**src/design/ct_pkg.sv**
```systemverilog
package ct_pkg;

  localparam int unsigned CharWidth = 8;
  localparam int unsigned PartWidth = 16;
  localparam int unsigned OffsetWidth = 16;
  localparam int unsigned QueueDepth = 4;

  localparam logic [1:0] KIND_AMINO = 2'd0;
  localparam logic [1:0] KIND_CLOSE = 2'd1;
  localparam logic [1:0] KIND_DISCARD = 2'd2;

  localparam logic [1:0] REG_FULL_MODE = 2'd0;
  localparam logic [1:0] REG_START_OFFSET = 2'd1;

  localparam logic [1:0] BASE_U = 2'd0;
  localparam logic [1:0] BASE_C = 2'd1;
  localparam logic [1:0] BASE_A = 2'd2;
  localparam logic [1:0] BASE_G = 2'd3;

  localparam logic [CharWidth-1:0] STOP_MARK = "Z";
  localparam logic [PartWidth-1:0] PART_MAX = '1;

  // index = first*16 + second*4 + third, U C A G = 0 1 2 3
  localparam logic [8*64-1:0] CODE_TABLE =
    "FFLLSSSSYYZZCCZWLLLLPPPPHHQQRRRRIIIMTTTTNNKKSSRRVVVVAAAADDEEGGGG";

  typedef struct packed {
    logic [1:0]           kind;
    logic [CharWidth-1:0] letter;
    logic [PartWidth-1:0] part;
    logic                 done;
  } result_t;

  typedef struct packed {
    logic       bad;
    logic [1:0] code;
  } base_t;

  function automatic logic [CharWidth-1:0] amino_of(input logic [5:0] idx);
    logic [8:0] pos;
    pos = {6'd63 - idx, 3'b000};
    return CODE_TABLE[pos +: 8];
  endfunction

  function automatic base_t base_of(input logic [CharWidth-1:0] c);
    logic [CharWidth-1:0] u;
    base_t b;
    u = c;
    if (c >= "a" && c <= "z") begin
      u = c - 8'd32;
    end
    b.bad = 1'b0;
    b.code = BASE_U;
    case (u)
      "T", "U": b.code = BASE_U;
      "C": b.code = BASE_C;
      "A": b.code = BASE_A;
      "G": b.code = BASE_G;
      default: b.bad = 1'b1;
    endcase
    return b;
  endfunction

endpackage

```
**src/design/codon_translator.sv**
```systemverilog
// Codon translator: one nucleotide character is taken per cycle and decoded in the
// same cycle into at most two results, which enter a four-entry result queue; the
// output side delivers one result per cycle while out_stall is low. Input stalls
// only while the queue has fewer than two free slots, so the sustained rate is one
// character per cycle. An end-of-sequence character completing a codon can push two
// results. full_mode and start_offset must be written between sequences, which the
// block does not enforce; characters before start_offset are skipped in each sequence.
module codon_translator
  import ct_pkg::*;
#(
  parameter int unsigned DEPTH = QueueDepth
) (
  input  logic                   clk,
  input  logic                   rst,
  input  logic                   in_valid,
  output logic                   in_stall,
  input  logic [CharWidth-1:0]   nucleotide_char,
  input  logic                   end_of_sequence,
  output logic                   out_valid,
  input  logic                   out_stall,
  output logic [1:0]             result_kind,
  output logic [CharWidth-1:0]   amino_letter,
  output logic [PartWidth-1:0]   part_number,
  output logic                   sequence_done,
  input  logic                   cfg_we,
  input  logic [1:0]             cfg_index,
  input  logic [OffsetWidth-1:0] cfg_data
);

  localparam int unsigned PtrWidth = $clog2(DEPTH);
  localparam int unsigned CntWidth = $clog2(DEPTH + 1);

  logic                   full_mode;
  logic [OffsetWidth-1:0] start_offset;

  logic [OffsetWidth-1:0] skip_count, skip_count_next;
  logic [1:0]             codon_phase, codon_phase_next;
  logic [5:0]             codon_bits, codon_bits_next;
  logic                   codon_bad, codon_bad_next;
  logic [PartWidth-1:0]   part_index, part_index_next;
  logic                   first_stop_seen, first_stop_seen_next;

  result_t               queue [DEPTH];
  logic [PtrWidth-1:0]   wr_ptr, rd_ptr;
  logic [CntWidth-1:0]   count;

  logic                  in_xfer, out_xfer;
  base_t                 base;
  logic                  skipping, complete, emit, is_stop;
  logic [5:0]            bits_new;
  logic                  bad_new;
  logic [CharWidth-1:0]  aa;
  logic                  end_emit;
  result_t               r_codon, r_end, w0, w1;
  logic [1:0]            push;

  assign in_stall = count > CntWidth'(DEPTH - 2);
  assign in_xfer = in_valid && !in_stall;
  assign out_valid = count != '0;
  assign out_xfer = out_valid && !out_stall;

  assign result_kind = queue[rd_ptr].kind;
  assign amino_letter = queue[rd_ptr].letter;
  assign part_number = queue[rd_ptr].part;
  assign sequence_done = queue[rd_ptr].done;

  always_comb begin
    base = base_of(nucleotide_char);
    skipping = skip_count < start_offset;
    bad_new = codon_bad | base.bad;
    bits_new = base.bad ? codon_bits : {codon_bits[3:0], base.code};
    complete = !skipping && codon_phase == 2'd2;
    aa = amino_of(bits_new);
    is_stop = aa == STOP_MARK;
    emit = complete && !bad_new && (full_mode || !first_stop_seen);

    skip_count_next = skip_count;
    codon_phase_next = codon_phase;
    codon_bits_next = codon_bits;
    codon_bad_next = codon_bad;
    part_index_next = part_index;
    first_stop_seen_next = first_stop_seen;

    if (skipping) begin
      skip_count_next = skip_count + 1'b1;
    end else if (complete) begin
      codon_phase_next = 2'd0;
      codon_bits_next = '0;
      codon_bad_next = 1'b0;
    end else begin
      codon_phase_next = codon_phase + 1'b1;
      codon_bits_next = bits_new;
      codon_bad_next = bad_new;
    end

    r_codon.kind = is_stop ? KIND_CLOSE : KIND_AMINO;
    r_codon.letter = is_stop ? '0 : aa;
    r_codon.part = part_index;
    r_codon.done = end_of_sequence && !(end_of_sequence && (full_mode || !first_stop_seen_next));

    if (emit && is_stop) begin
      if (part_index != PART_MAX) begin
        part_index_next = part_index + 1'b1;
      end
      if (!full_mode) begin
        first_stop_seen_next = 1'b1;
      end
    end

    end_emit = end_of_sequence && (full_mode || !first_stop_seen_next);
    r_codon.done = end_of_sequence && !end_emit;
    r_end.kind = full_mode ? KIND_CLOSE : KIND_DISCARD;
    r_end.letter = '0;
    r_end.part = part_index_next;
    r_end.done = 1'b1;

    w0 = emit ? r_codon : r_end;
    w1 = r_end;
    push = {1'b0, emit} + {1'b0, end_emit};

    if (end_of_sequence) begin
      skip_count_next = '0;
      codon_phase_next = 2'd0;
      codon_bits_next = '0;
      codon_bad_next = 1'b0;
      part_index_next = '0;
      first_stop_seen_next = 1'b0;
    end
  end

  always_ff @(posedge clk) begin
    if (rst) begin
      full_mode <= 1'b0;
      start_offset <= '0;
    end else if (cfg_we) begin
      case (cfg_index)
        REG_FULL_MODE: full_mode <= cfg_data[0];
        REG_START_OFFSET: start_offset <= cfg_data;
        default: ;
      endcase
    end
  end

  always_ff @(posedge clk) begin
    if (rst) begin
      skip_count <= '0;
      codon_phase <= 2'd0;
      codon_bits <= '0;
      codon_bad <= 1'b0;
      part_index <= '0;
      first_stop_seen <= 1'b0;
    end else if (in_xfer) begin
      skip_count <= skip_count_next;
      codon_phase <= codon_phase_next;
      codon_bits <= codon_bits_next;
      codon_bad <= codon_bad_next;
      part_index <= part_index_next;
      first_stop_seen <= first_stop_seen_next;
    end
  end

  // result queue, up to two writes per transfer
  always_ff @(posedge clk) begin
    if (in_xfer && push != 2'd0) begin
      queue[wr_ptr] <= w0;
      if (push == 2'd2) begin
        queue[wr_ptr + 1'b1] <= w1;
      end
    end
  end

  always_ff @(posedge clk) begin
    if (rst) begin
      wr_ptr <= '0;
      rd_ptr <= '0;
      count <= '0;
    end else begin
      if (in_xfer) begin
        wr_ptr <= wr_ptr + PtrWidth'(push);
      end
      if (out_xfer) begin
        rd_ptr <= rd_ptr + 1'b1;
      end
      count <= count + (in_xfer ? CntWidth'(push) : CntWidth'(0))
             - CntWidth'(out_xfer);
    end
  end

endmodule

```
**config.mk**
```make
export PLATFORM = sky130hd
export DESIGN_NAME = codon_translator
export DESIGN_NICKNAME = d
export VERILOG_FILES = /design/src/design/ct_pkg.sv /design/src/design/codon_translator.sv
export SDC_FILE = /design/constraint.sdc
export NUM_CORES = 1
export LEC_CHECK = 0
export BUFFER_PORTS_ARGS = -buffer_cell sky130_fd_sc_hd__buf_2
export CORE_UTILIZATION = 30
export CTS_BUF_LIST = sky130_fd_sc_hd__clkbuf_4
export CTS_CLUSTER_SIZE = 8
export DETAILED_ROUTE_END_ITERATION = 8
export PLACE_DENSITY_LB_ADDON = 0.15
export SYNTH_ARGS = -nofsm -noshare
export SYNTH_HDL_FRONTEND = slang
export SYNTH_SLANG_ARGS = --single-unit
export TNS_END_PERCENT = 1
```
**constraint.sdc**
```tcl
create_clock -name clk -period 4.9 [get_ports clk]
set_input_delay 0.49 -clock clk [delete_from_list [all_inputs] [get_ports clk]]
set_output_delay 0.49 -clock clk [all_outputs]
set_load 0.02 [all_outputs]
```
* After elaboration in Yosys (flattened, before gate mapping) *
Memory sizes are Yosys's and may differ from the RTL's. A register that Yosys moved wholly into a read port is not among the register bits.
Cells that the tools add are included.

word-level totals
  bits in registers = 66
  bits in latches = 0
  bits in read-only memories = 0
  bits of input ports = 32
  output and inout bits = 29
  memories = 1
  memory bits (writable) = 108

memory list
  name   depth  bits a word  rd ports  clocked after Yosys merged registers in  wr ports  line                    text
  queue  4      27           1         1                                        2         codon_translator.sv:43  result_t queue [DEPTH];

operators by class
  bitwise logic cells = 1
  div/mod/pow operators = 0
  mux-type cells = 33
  equality and inequality tests = 11
  shift-type cells = 1
  add/subtract/negate cells = 11
  $mul = 0
  $lt $le $gt $ge = 4
  reduce and logical (&&, ||, !) cells = 28

operator list
  operator                                                                        count
  512-bit by 10-bit indexed part select with 8-bit output (first input constant)  1
  16-bit 2-to-1 mux                                                               5
  8-bit by 7-bit equality test with 1-bit output (second input constant)          6
  16-bit by 1-bit adder with 16-bit output (second input constant)                2
  27-bit 2-to-1 mux                                                               1
  6-bit 2-to-1 mux                                                                4
  16-bit less-than comparator                                                     1
  8-bit 2-to-1 mux                                                                2
  16-bit inequality test (second input constant)                                  1
  2-bit 2-to-1 mux                                                                7
  1-bit 2-to-1 mux                                                                13
  1-bit logical AND                                                               10
  8-bit by 7-bit >= comparator with 1-bit output (second input constant)          1
  8-bit by 7-bit <= comparator with 1-bit output (second input constant)          1
  2-bit AND reduction                                                             4
  8-bit by 6-bit subtractor with 8-bit output (second input constant)             1
  1-bit zero test                                                                 7
  2-bit by 1-bit adder with 2-bit output (second input constant)                  3
  2-bit case mux with 3 select lines                                              1
  6-bit subtractor (first input constant)                                         1
  5-bit OR reduction                                                              1
  2-bit equality test (second input constant)                                     2
  2-bit nonzero test                                                              2
  3-bit by 2-bit adder with 3-bit output                                          1
  other kinds (10)                                                                11

* Logic depth before layout (Yosys ltp) *
Gate-level depths: netlist (run 1).

  word-level depth = 20
  mapped depth = 28
  mapped depth without buffers = 26

* Worst setup path before layout (run 1) *
Ideal clock, no wire load.

  path type = in2reg
  from = input port nucleotide_char[5]
  to = memory queue[2][10] (netlist bit) (enable)
  buffers on the path = 2
  setup slack = -417 ps
  stages = 22
  arrival = 4944 ps
  data required time = 4526 ps
  cells stage by stage = inv_1 ha_1 o21ai_1 nand2_2 o21ai_0 nand2_1 ha_1 a21oi_1 o41ai_1 a221oi_1 and4_1 clkbuf_1 o21ai_0 nand2_1 ha_1 nor2_1 nand2_1 or2_2 clkbuf_1 nor2_1 nor2_1 inv_1

RTL lines
  element          line                    text
  start, declared  codon_translator.sv:17  input logic [CharWidth-1:0] nucleotide_char,
  end, declared    codon_translator.sv:43

* Final worst setup path (run 1) *
  from = register skip_count[2]
  to = register count[2]

on the way
  word-level cells in the longest chain between the ends = 14

RTL lines
  element                                        line                     text
  start, declared                                codon_translator.sv:36   logic [OffsetWidth-1:0] skip_count, skip_count_next;
  start signal, assigned                         codon_translator.sv:153  skip_count <= skip_count_next;
  16-bit less-than comparator *                  codon_translator.sv:69   skipping = skip_count < start_offset;
  1-bit zero test *                              codon_translator.sv:72   complete = !skipping && codon_phase == 2'd2;
  1-bit logical AND *                            codon_translator.sv:72
  1-bit logical AND * (2 in series)              codon_translator.sv:75   emit = complete && !bad_new && (full_mode || !first_stop_seen);
  1-bit logical AND                              codon_translator.sv:101  if (emit && is_stop) begin
  1-bit 2-to-1 mux                               codon_translator.sv:101
  1-bit zero test                                codon_translator.sv:110  end_emit = end_of_sequence && (full_mode || !first_stop_seen_next);
  1-bit logical OR                               codon_translator.sv:110
  1-bit logical AND                              codon_translator.sv:110
  1-bit by 1-bit adder with 2-bit output *       codon_translator.sv:119  push = {1'b0, emit} + {1'b0, end_emit};
  2-bit 2-to-1 mux *                             codon_translator.sv:184  count <= count + (in_xfer ? CntWidth'(push) : CntWidth'(0))
  3-bit by 2-bit adder with 3-bit output *       codon_translator.sv:184
  3-bit by 1-bit subtractor with 3-bit output *  codon_translator.sv:185  - CntWidth'(out_xfer);
  end signal, assigned                           codon_translator.sv:184
  end, declared                                  codon_translator.sv:45   logic [CntWidth-1:0] count;

Every way passes the cells marked *; elsewhere a longest branch is shown, timed or not.
A chain may end at the register's enable or synchronous reset.

==> impl_metrics.py, run 1 <==
metrics = {
    "min_path": {
        "hp-start": "cfg_data[13]",
        "hp-class": "in -> reg",
        "holdPathEnd": "start_offset[13]",
        "hold-path-cell-count": 3,
    },
    "critical_path": {
        "path_delay_family": "adder cells",
        "r2r_start": "skip_count[2]",
        "end_kind": "register",
        "critPathMaxStageDelay_ps": 570,
        "critPathLaunchType": "register",
        "r2r_cells": 20,
        "worstPathArrival_ps": 4750,
        "path_max_fanout": 5,
        "criticalPathCategory": "reg -> reg",
        "path_buf_inv": 2,
        "crit_path_cell_trace": "ha_1 -> nand2_1 -> o21ai_0 -> a31oi_1 -> o41ai_2 -> nand4_1 -> nor2_1 -> and4_1 -> o21ai_0 -> nand2_1 -> ha_1 -> nand2_1 -> ha_1 -> inv_1 -> ha_1 -> inv_1 -> fa_1 -> xnor2_1 -> xnor2_1 -> nor2_1",
        "regToRegSetupSlack_ps": 630,
        "crit_slowest_cell": "o41ai_2",
        "r2r-end": "count[2]",
        "required_ps": 5380,
        "critPathMostFrequentCell": "ha_1",
    },
    "route": {
        "vias": 8417,
        "drc": 0,
        "first_pass_iters": 7,
        "drt_iter0_drc": 654,
        "routed_via_density": 5.49,
        "ant_nets": 0,
        "wirelength_mm": 28.7,
        "routedWlPerCell_microns": 18.7,
    },
    "cells_and_area": {
        "fin_nets": 1180,
        "drive_gt1_frac": 0.171,
        "syn2layout_area_growth_pct": 12.5,
        "final_util": 0.345,
        "fillers": 3287,
    },
    "clock_network": {
        "cts_tree": "done",
        "clockRootBuffer": "clkbuf_4",
        "cts_resized": 0,
        "clk_latency_ps": 620,
        "cts.htree.levels": 4,
        "clkTransAtPathRegs_ps": 160,
        "holdBufCountCts": 0,
        "clockBufferDepth": 2,
        "numCtsBuffers": 17,
        "post-cts-setup-buffer-count": 0,
        "cts.sinks": 168,
    },
    "synth": {
        "synth_ff_type": "dfxtp_1",
        "yosys_register_bits": 168,
        "synth_cell_types": 78,
        "async_reset_ff_frac": 0,
        "synth_edf_count": 72,
        "avgSynthCellArea_sq_um": 9.05,
        "synth_area_leaders": "edfxtp_1 (22%), dfxtp_1 (20%), mux4_2 (5.8%)",
        "yosys.area.top_type": "edfxtp_1",
        "synth_most_common_cell": "nand2_1",
        "mappedNetlistArea_sq_um": 9720,
        "yosysSeqAreaShare": 0.420,
        "syn_inst": 1074,
        "yosysWarnings": 0,
        "synth_top_area_frac": 0.223,
        "synth_common_cells": "nand2_1 (117), dfxtp_1 (96), a31oi_1 (89), o21ai_0 (80), nor2_1 (77)",
    },
    "timing": {
        "finalSetupViolCount": 0,
        "hold_viol_final": 0,
        "skew_ps": 43.5,
        "worst_pin_slew_ps": 1030,
        "clock.fmax_mhz": 234,
        "setup-tns-final_ps": 0,
        "fin_crit_ps": 4270,
        "relSlewSlack": 0.310,
        "maxSlewViolCount": 0,
        "rsz0062_at_grt": "false",
        "final.period_utilization": 0.872,
    },
    "power": {
        "ir_worst_vdd_v": 0.000189,
        "power.leakage_nw": 3.86,
        "p_per_area_nw_per_um2": 285,
    },
    "floorplanning": {
        "die_area_sq_um": 33100,
        "die_h_microns": 182,
        "core_sq_um": 31700,
        "io_pins": 61,
        "rows": 65,
        "start_util": 0.306,
        "die-width_microns": 182,
    },
    "placed_design": {
        "gp_congestion": 0.837,
        "post-dp-hpwl_mm": 19.7,
        "port_buffers": 58,
    },
    "global_routing": {
        "grt_pass1_wl_mm": 45.4,
        "grt_max_degree": 59,
        "grt_antenna_before_repair": 1,
        "gr-usage-all-layers": 0.176,
        "grt_overflow": 0,
        "grt_pass1_vias": 7952,
    },
    "run": {
        "drv_cap": 0,
    },
    "outcome": {
        "status": "finished, final reports clean",
    },
}
report_power, final:
group | leakage [nW] | internal (W) | switching (W)
sequential | 1.47 | 0.00151 | 0.0000992
clock | 0.166 | 0.000284 | 0.000588
combinational | 2.22 | 0.000271 | 0.000364
kinds of logic (layout without fill, tap and decap cells):
family	after synthesis	after routing	share of synthesized area
other cells	1	4	0.000386
mux	31	31	0.0644
simple gates	340	340	0.170
compound gates	352	352	0.231
buf+inv	133	186	0.0568
fa+ha+maj	33	33	0.0433
flops	168	168	0.420
xor+xnor	16	16	0.0144
cell type report:
cell class / instances / area [sq um] / share of cell area
antenna: 2 / 5.00 / 0.000458
inverter: 40 / 150 / 0.0137
timing repair buffer: 114 / 773 / 0.0707
clock inverter: 15 / 173 / 0.0158
tap: 402 / 503 / 0.0460
sequential: 168 / 4090 / 0.374
clock buffer: 17 / 128 / 0.0117
multi-input combinational: 774 / 5110 / 0.468
worst max path at each step:
stage	start	slack, ps	cells past startpoint	end
after floorplan	nucleotide_char[5]	70	22	queue[2][10]
after global placement	nucleotide_char[5]	120	24	count[2]
after detailed placement	nucleotide_char[5]	30	24	count[2]
after CTS	skip_count[2]	420	20	count[2]
after global routing	skip_count[2]	160	20	count[2]
final	skip_count[2]	630	20	count[2]
cell usage in the layout, fill, tap and decap left out, types with 9 or more instances in the layout:
| master | n |
|---|---|
| nand2_1 | 117 |
| dfxtp_1 | 94 |
| a31oi_1 | 89 |
| o21ai_0 | 79 |
| nor2_1 | 76 |
| edfxtp_1 | 72 |
| buf_2 | 58 |
| a21oi_1 | 57 |
| buf_4 | 51 |
| inv_1 | 37 |
| ha_1 | 32 |
| nand3_1 | 30 |
| mux4_2 | 25 |
| nor3_1 | 21 |
| clkbuf_4 | 17 |
| o31ai_1 | 16 |
| and3_1 | 14 |
| nor2b_1 | 13 |
| and2_1 | 12 |
| o21ai_1 | 12 |
| nand4_1 | 11 |
| nor4_1 | 11 |
| xor2_1 | 10 |
| o21a_1 | 9 |
per-layer routing:
metal,vias to the layer above,GRT usage,share of wire
li1,4127,-,-
met5,-,0,0
met3,28,0.0261,0.041
met2,228,0.280,0.46
met1,4034,0.243,0.48
met4,0,0.0602,0.019
metrics by stage:
stage	std cells	power, W	hold slack [ps]	cell area (sq um)	setup WS [ps]
after detailed placement	1498	0.00229	443	10600	34.6
final	1532	0.00312	119	10900	626
after global placement	1498	0.00229	430	10600	121
after global routing	1532	0.00328	62.8	10900	165
after floorplan	1075	0.00205	420	9730	69.6
after CTS	1530	0.00317	62.6	10900	421
registers in the layout (all words and copies together), names as in the netlist, 2 cells and up, named ones only:
register      count
part_index       16
queue           100
rd_ptr            2
start_offset     16
wr_ptr            2
codon_bits        6
codon_phase       2
count             3
skip_count       16
worst register-to-register path: cells and delay by family (launching register included):
kind,cells,cell delay (ps)
AOI/OAI and AO/OA,4,1120
buffers and inverters,2,110
and+or+nand+nor,7,940
DFF,1,390
adders and majority gates,5,1280
xor gates and xnor gates,2,330
Power figures use the tool's default switching activity.
==> inputs of run 2 (changes only) <==
--- a/config.mk
+++ b/config.mk
@@ -6,8 +6,9 @@
 export NUM_CORES = 1
 export LEC_CHECK = 0
 export BUFFER_PORTS_ARGS = -buffer_cell sky130_fd_sc_hd__buf_2
-export CORE_UTILIZATION = 30
+export CORE_UTILIZATION = 43
 export CTS_BUF_LIST = sky130_fd_sc_hd__clkbuf_4
+export CTS_CLUSTER_DIAMETER = 30
 export CTS_CLUSTER_SIZE = 8
 export DETAILED_ROUTE_END_ITERATION = 8
 export PLACE_DENSITY_LB_ADDON = 0.15
==> impl_metrics.py, run 2 (synthesis results as in run 1) <==
metrics = {
    "outcome": {
        "status": "complete, but fails checks",
        "violations": "design-rule violations",
    },
    "floorplanning": {
        "rows": 54,
        "core_sq_um": 22000,
        "die_h_microns": 152,
        "io_pins": 61,
        "start_util": 0.443,
        "die-width_microns": 152,
        "die_area_sq_um": 23200,
    },
    "timing": {
        "maxSlewViolCount": 0,
        "skew_ps": 25.1,
        "clock.fmax_mhz": 231,
        "setup-tns-final_ps": 0,
        "worst_pin_slew_ps": 1040,
        "hold_ws_ps": 140,
        "finalSetupViolCount": 0,
        "relSlewSlack": 0.308,
        "hold_viol_final": 0,
        "final.period_utilization": 0.882,
        "rsz0062_at_grt": "false",
        "fin_crit_ps": 4320,
    },
    "clock_network": {
        "clkTransAtPathRegs_ps": 140,
        "post-cts-setup-buffer-count": 0,
        "clockRootBuffer": "clkbuf_4",
        "cts_tree": "done",
        "numCtsBuffers": 17,
        "cts_resized": 0,
        "holdBufCountCts": 0,
        "clockBufferDepth": 2,
        "cts.sinks": 168,
        "cts.htree.levels": 4,
        "clk_latency_ps": 570,
    },
    "global_routing": {
        "gr-usage-all-layers": 0.232,
        "grt_antenna_before_repair": 1,
        "grt_pass1_wl_mm": 42.6,
        "grt_pass1_vias": 7838,
        "grt_max_degree": 59,
        "grt_overflow": 0,
    },
    "route": {
        "wirelength_mm": 26.7,
        "drc": 4,
        "vias": 8513,
        "routed_via_density": 6.05,
        "ant_nets": 0,
        "first_pass_iters": 7,
        "routedWlPerCell_microns": 18.9,
        "drt_iter0_drc": 789,
    },
    "placed_design": {
        "port_buffers": 58,
        "gp_congestion": 0.842,
        "post-dp-hpwl_mm": 18.1,
    },
    "cells_and_area": {
        "drive_gt1_frac": 0.168,
        "syn2layout_area_growth_pct": 10.9,
        "largest_reg_flops": 100,
        "final_cell_mix": "nand2_1 (117), dfxtp_1 (94), a31oi_1 (89)",
        "fin_nets": 1179,
        "fillers": 2115,
        "top_register": "queue",
        "final_common_cell": "nand2_1",
    },
    "critical_path": {
        "end_kind": "register",
        "required_ps": 5290,
        "worstPathArrival_ps": 4710,
        "critPathLaunchType": "register",
        "criticalPathCategory": "reg -> reg",
        "path_max_fanout": 17,
    },
    "min_path": {
        "hp-class": "in -> reg",
    },
    "power": {
        "ir_worst_vdd_v": 0.000170,
        "power.leakage_nw": 3.86,
        "p_per_area_nw_per_um2": 292,
    },
    "run": {
        "drv_cap": 0,
    },
}
-- run 2: cell count changes in the layout (fill, tap and decap cells not counted) --
cell	before	now
buf_12	5	4
inv_8	4	1
clkbuf_4	17	19
diode_2	2	1
clkinv_4	0	1
clkinv_8	2	0
inv_4	2	0
inv_6	6	1
bufinv_16	1	4
clkinv_2	0	3
clkinv_1	2	5
-- run 2: final cells by class --
class / instances / area [sq um] / area share
well taps: 280 / 350 / 0.0325
repair buffers: 113 / 753 / 0.0699
clock buffers: 19 / 143 / 0.0132
clock inverters: 13 / 175 / 0.0163
inverters: 40 / 150 / 0.0139
diodes: 1 / 2.50 / 0.000232
flip-flops and latches: 168 / 4090 / 0.379
multi-input cells: 774 / 5110 / 0.475
-- run 2: per-stage QoR --
stage,power (W),instances,util,cell area [sq um],setup slack [ps]
floorplan,0.00205,1075,-,9730,69.6
detailed placement,0.00227,1375,0.476,10500,97.3
finish,0.00315,1408,0.491,10800,577
CTS,0.00318,1407,0.491,10800,616
global placement,0.00226,1375,0.476,10500,189
global route,0.00330,1408,0.491,10800,167
-- run 2: per-layer routing --
layer	share of wire	global-route usage
met3	0.062	0.0361
met5	0	0
met4	0.023	0.0841
met1	0.46	0.322
met2	0.45	0.367
-- run 2: worst max-delay path, cell delays in order, from the launching register on --
cell	delay, ps
dfxtp_1	700
o21ai_0	240
nand2_1	220
inv_1	140
ha_1	240
nand2_1	70
a22o_1	120
a22oi_1	70
a21oi_1	190
nor2_1	70
and4_1	210
o21ai_0	190
nand2_1	80
ha_1	220
nor2_1	150
buf_4	160
and3_1	290
nand2_1	270
o21ai_0	310
o2bb2ai_1	190
-- run 2: power breakdown --
group / switching, W / internal (W)
sequential: 0.0000985 / 0.00151
clock: 0.000496 / 0.000415
combinational: 0.000355 / 0.000269
-- run 2: path summary, 6_finish.rpt --
check | start | to | slack [ps] | depth (start not counted)
max | codon_bits[2] | queue[0][2] | 580 | 19
min | cfg_data[4] | start_offset[4] | 140 | 3
max reg2reg | codon_bits[2] | queue[0][2] | 580 | 19
min reg2reg | start_offset[7] | start_offset[7] | 460 | 2
==> inputs of run 3 (changes only) <==
--- a/config.mk
+++ b/config.mk
@@ -11,6 +11,7 @@
 export CTS_CLUSTER_DIAMETER = 30
 export CTS_CLUSTER_SIZE = 8
 export DETAILED_ROUTE_END_ITERATION = 8
+export GPL_TIMING_DRIVEN = 0
 export PLACE_DENSITY_LB_ADDON = 0.15
 export SYNTH_ARGS = -nofsm -noshare
 export SYNTH_HDL_FRONTEND = slang
==> impl_metrics.py, run 3 (synthesis results as in run 1) <==
metrics = {
    "power": {
        "p_per_area_nw_per_um2": 274,
        "ir_worst_vdd_v": 0.000272,
        "power.leakage_nw": 3.83,
    },
    "min_path": {
        "hp-class": "in -> reg",
        "holdPathEnd": "start_offset[12]",
        "hold-path-cell-count": 3,
        "hp-start": "cfg_data[12]",
    },
    "critical_path": {
        "required_ps": 5310,
        "critPathLaunchType": "input pin",
        "criticalPathCategory": "in -> reg",
        "regToRegSetupSlack_ps": 350,
        "r2r_cells": 18,
        "worstPathArrival_ps": 4980,
        "end_kind": "register",
        "r2r_start": "start_offset[2]",
        "r2r-end": "queue[3][1]",
        "path_max_fanout": 10,
    },
    "floorplanning": {
        "core_sq_um": 22000,
        "io_pins": 61,
        "die_h_microns": 152,
        "rows": 54,
        "start_util": 0.443,
        "die-width_microns": 152,
        "die_area_sq_um": 23200,
    },
    "clock_network": {
        "clockRootBuffer": "clkbuf_4",
        "cts_tree": "done",
        "clkTransAtPathRegs_ps": 160,
        "clk_latency_ps": 590,
        "clockBufferDepth": 2,
        "holdBufCountCts": 0,
        "numCtsBuffers": 17,
        "cts.sinks": 168,
        "cts.htree.levels": 4,
    },
    "global_routing": {
        "gr-usage-all-layers": 0.247,
        "grt_pass1_wl_mm": 45.0,
        "grt_antenna_before_repair": 1,
        "grt_max_degree": 20,
        "grt_overflow": 0,
        "grt_pass1_vias": 8015,
    },
    "route": {
        "drt-met1-wl_mm": 13.3,
        "first_pass_iters": 7,
        "routed_via_density": 6.03,
        "highest_layer": "met4",
        "dr_wl_met3_mm": 2.18,
        "wirelength_mm": 28.4,
        "ant_nets": 0,
        "wl_met2_mm": 12.5,
        "vias": 8793,
        "routedWlPerCell_microns": 19.5,
        "drc": 4,
        "drt_iter0_drc": 759,
    },
    "cells_and_area": {
        "final_cell_mix": "nand2_1 (115), dfxtp_1 (96), a31oi_1 (88)",
        "largest_reg_flops": 100,
        "final_common_cell": "nand2_1",
        "instances_no_fill": 1458,
        "fin_nets": 1229,
        "final_util": 0.498,
        "drive_gt1_frac": 0.175,
        "syn2layout_area_growth_pct": 12.5,
        "top_register": "queue",
    },
    "outcome": {
        "violations": "design-rule violations",
        "status": "complete, but fails checks",
    },
    "placed_design": {
        "post-dp-hpwl_mm": 20.3,
        "dp.cells": 1412,
        "port_buffers": 57,
        "gp_congestion": 0.952,
    },
    "timing": {
        "fin_crit_ps": 4580,
        "final.period_utilization": 0.934,
        "worst_pin_slew_ps": 971,
        "finalSetupViolCount": 0,
        "skew_ps": 26.9,
        "hold_viol_final": 0,
        "clock.fmax_mhz": 218,
        "relSlewSlack": 0.352,
        "maxSlewViolCount": 0,
    },
    "run": {
        "drv_cap": 0,
    },
}
## run 3: cell count changes in the layout (fill, tap and decap cells not counted), sizes merged
cell      before  now
buf          113   97
inv           40   42
clkbuf        19   85
bufinv         4    0
clkinvlp       0    5
clkinv         9    6
## run 3: cell type report
| class | count | area [sq um] |
|---|---|---|
| Antenna cell | 1 | 2.50 |
| Clock buffer | 19 | 143 |
| Fill cell | 2133 | 11000 |
| Tap cell | 280 | 350 |
| Sequential cell | 168 | 4080 |
| Inverter | 40 | 164 |
| Timing Repair Buffer | 72 | 398 |
| Multi-Input combinational cell | 774 | 5260 |
| Clock inverter | 13 | 96.3 |
| Buffer | 91 | 435 |
## run 3: where the power goes
part	total, W	leakage (nW)	internal, W	switching, W
clock network	0.000750	0.137	0.000219	0.000531
registers	0.00154	1.47	0.00151	0.0000326
logic	0.000697	2.22	0.000271	0.000426
total	0.00299	3.83	0.00200	0.000989
## run 3: per-layer routing
layer / vias up / track usage
li1: 4228 / -
met1: 4089 / 0.354
met2: 427 / 0.377
met3: 49 / 0.0401
met4: 0 / 0.0811
met5: - / 0
## run 3: through the flow
step                hold slack, ps  TNS [ps]  instance area, sq um  worst slack (ps)  total power (W)
detailed placement             442   -168030                 10400             -1470          0.00225
floorplan                      420         0                  9730              69.6          0.00205
CTS                           70.8         0                 10800              3.53          0.00300
global placement               433   -172850                 10400             -1560          0.00224
global route                  96.0     -8.49                 10900             -4.97          0.00313
finish                         120         0                 10900               322          0.00299
## run 3: what timing repair did
item                       CTS  global route
setup endpoints to repair  167           155
setup buffers                5            10
resized for setup           37            37
pin swaps                    2            11
## run 3: worst max path at each step
stage | end | start | slack [ps] | cells past startpoint
final | queue[2][4] | nucleotide_char[5] | 320 | 23
after global routing | queue[2][4] | nucleotide_char[5] | -5 | 26
after CTS | queue[2][4] | nucleotide_char[5] | 4 | 28
after detailed placement | queue[3][8] | nucleotide_char[5] | -1470 | 21
after global placement | queue[3][8] | nucleotide_char[5] | -1560 | 21
after floorplan | queue[2][10] | nucleotide_char[5] | 70 | 22
## run 3: worst max-delay path: stages
cell	delay (ps)
buf_2	110
inv_1	40
ha_1	320
o21ai_4	170
nand2_2	210
o21ai_1	250
nand2_2	130
ha_1	290
a21oi_1	40
o41ai_2	410
a221oi_1	130
and4_1	300
o21ai_1	170
nand2_1	80
ha_1	260
nor2_2	180
nand2_1	80
or2_2	280
clkbuf_1	180
nor2_4	290
buf_6	200
a31oi_1	80
a31oi_1	270
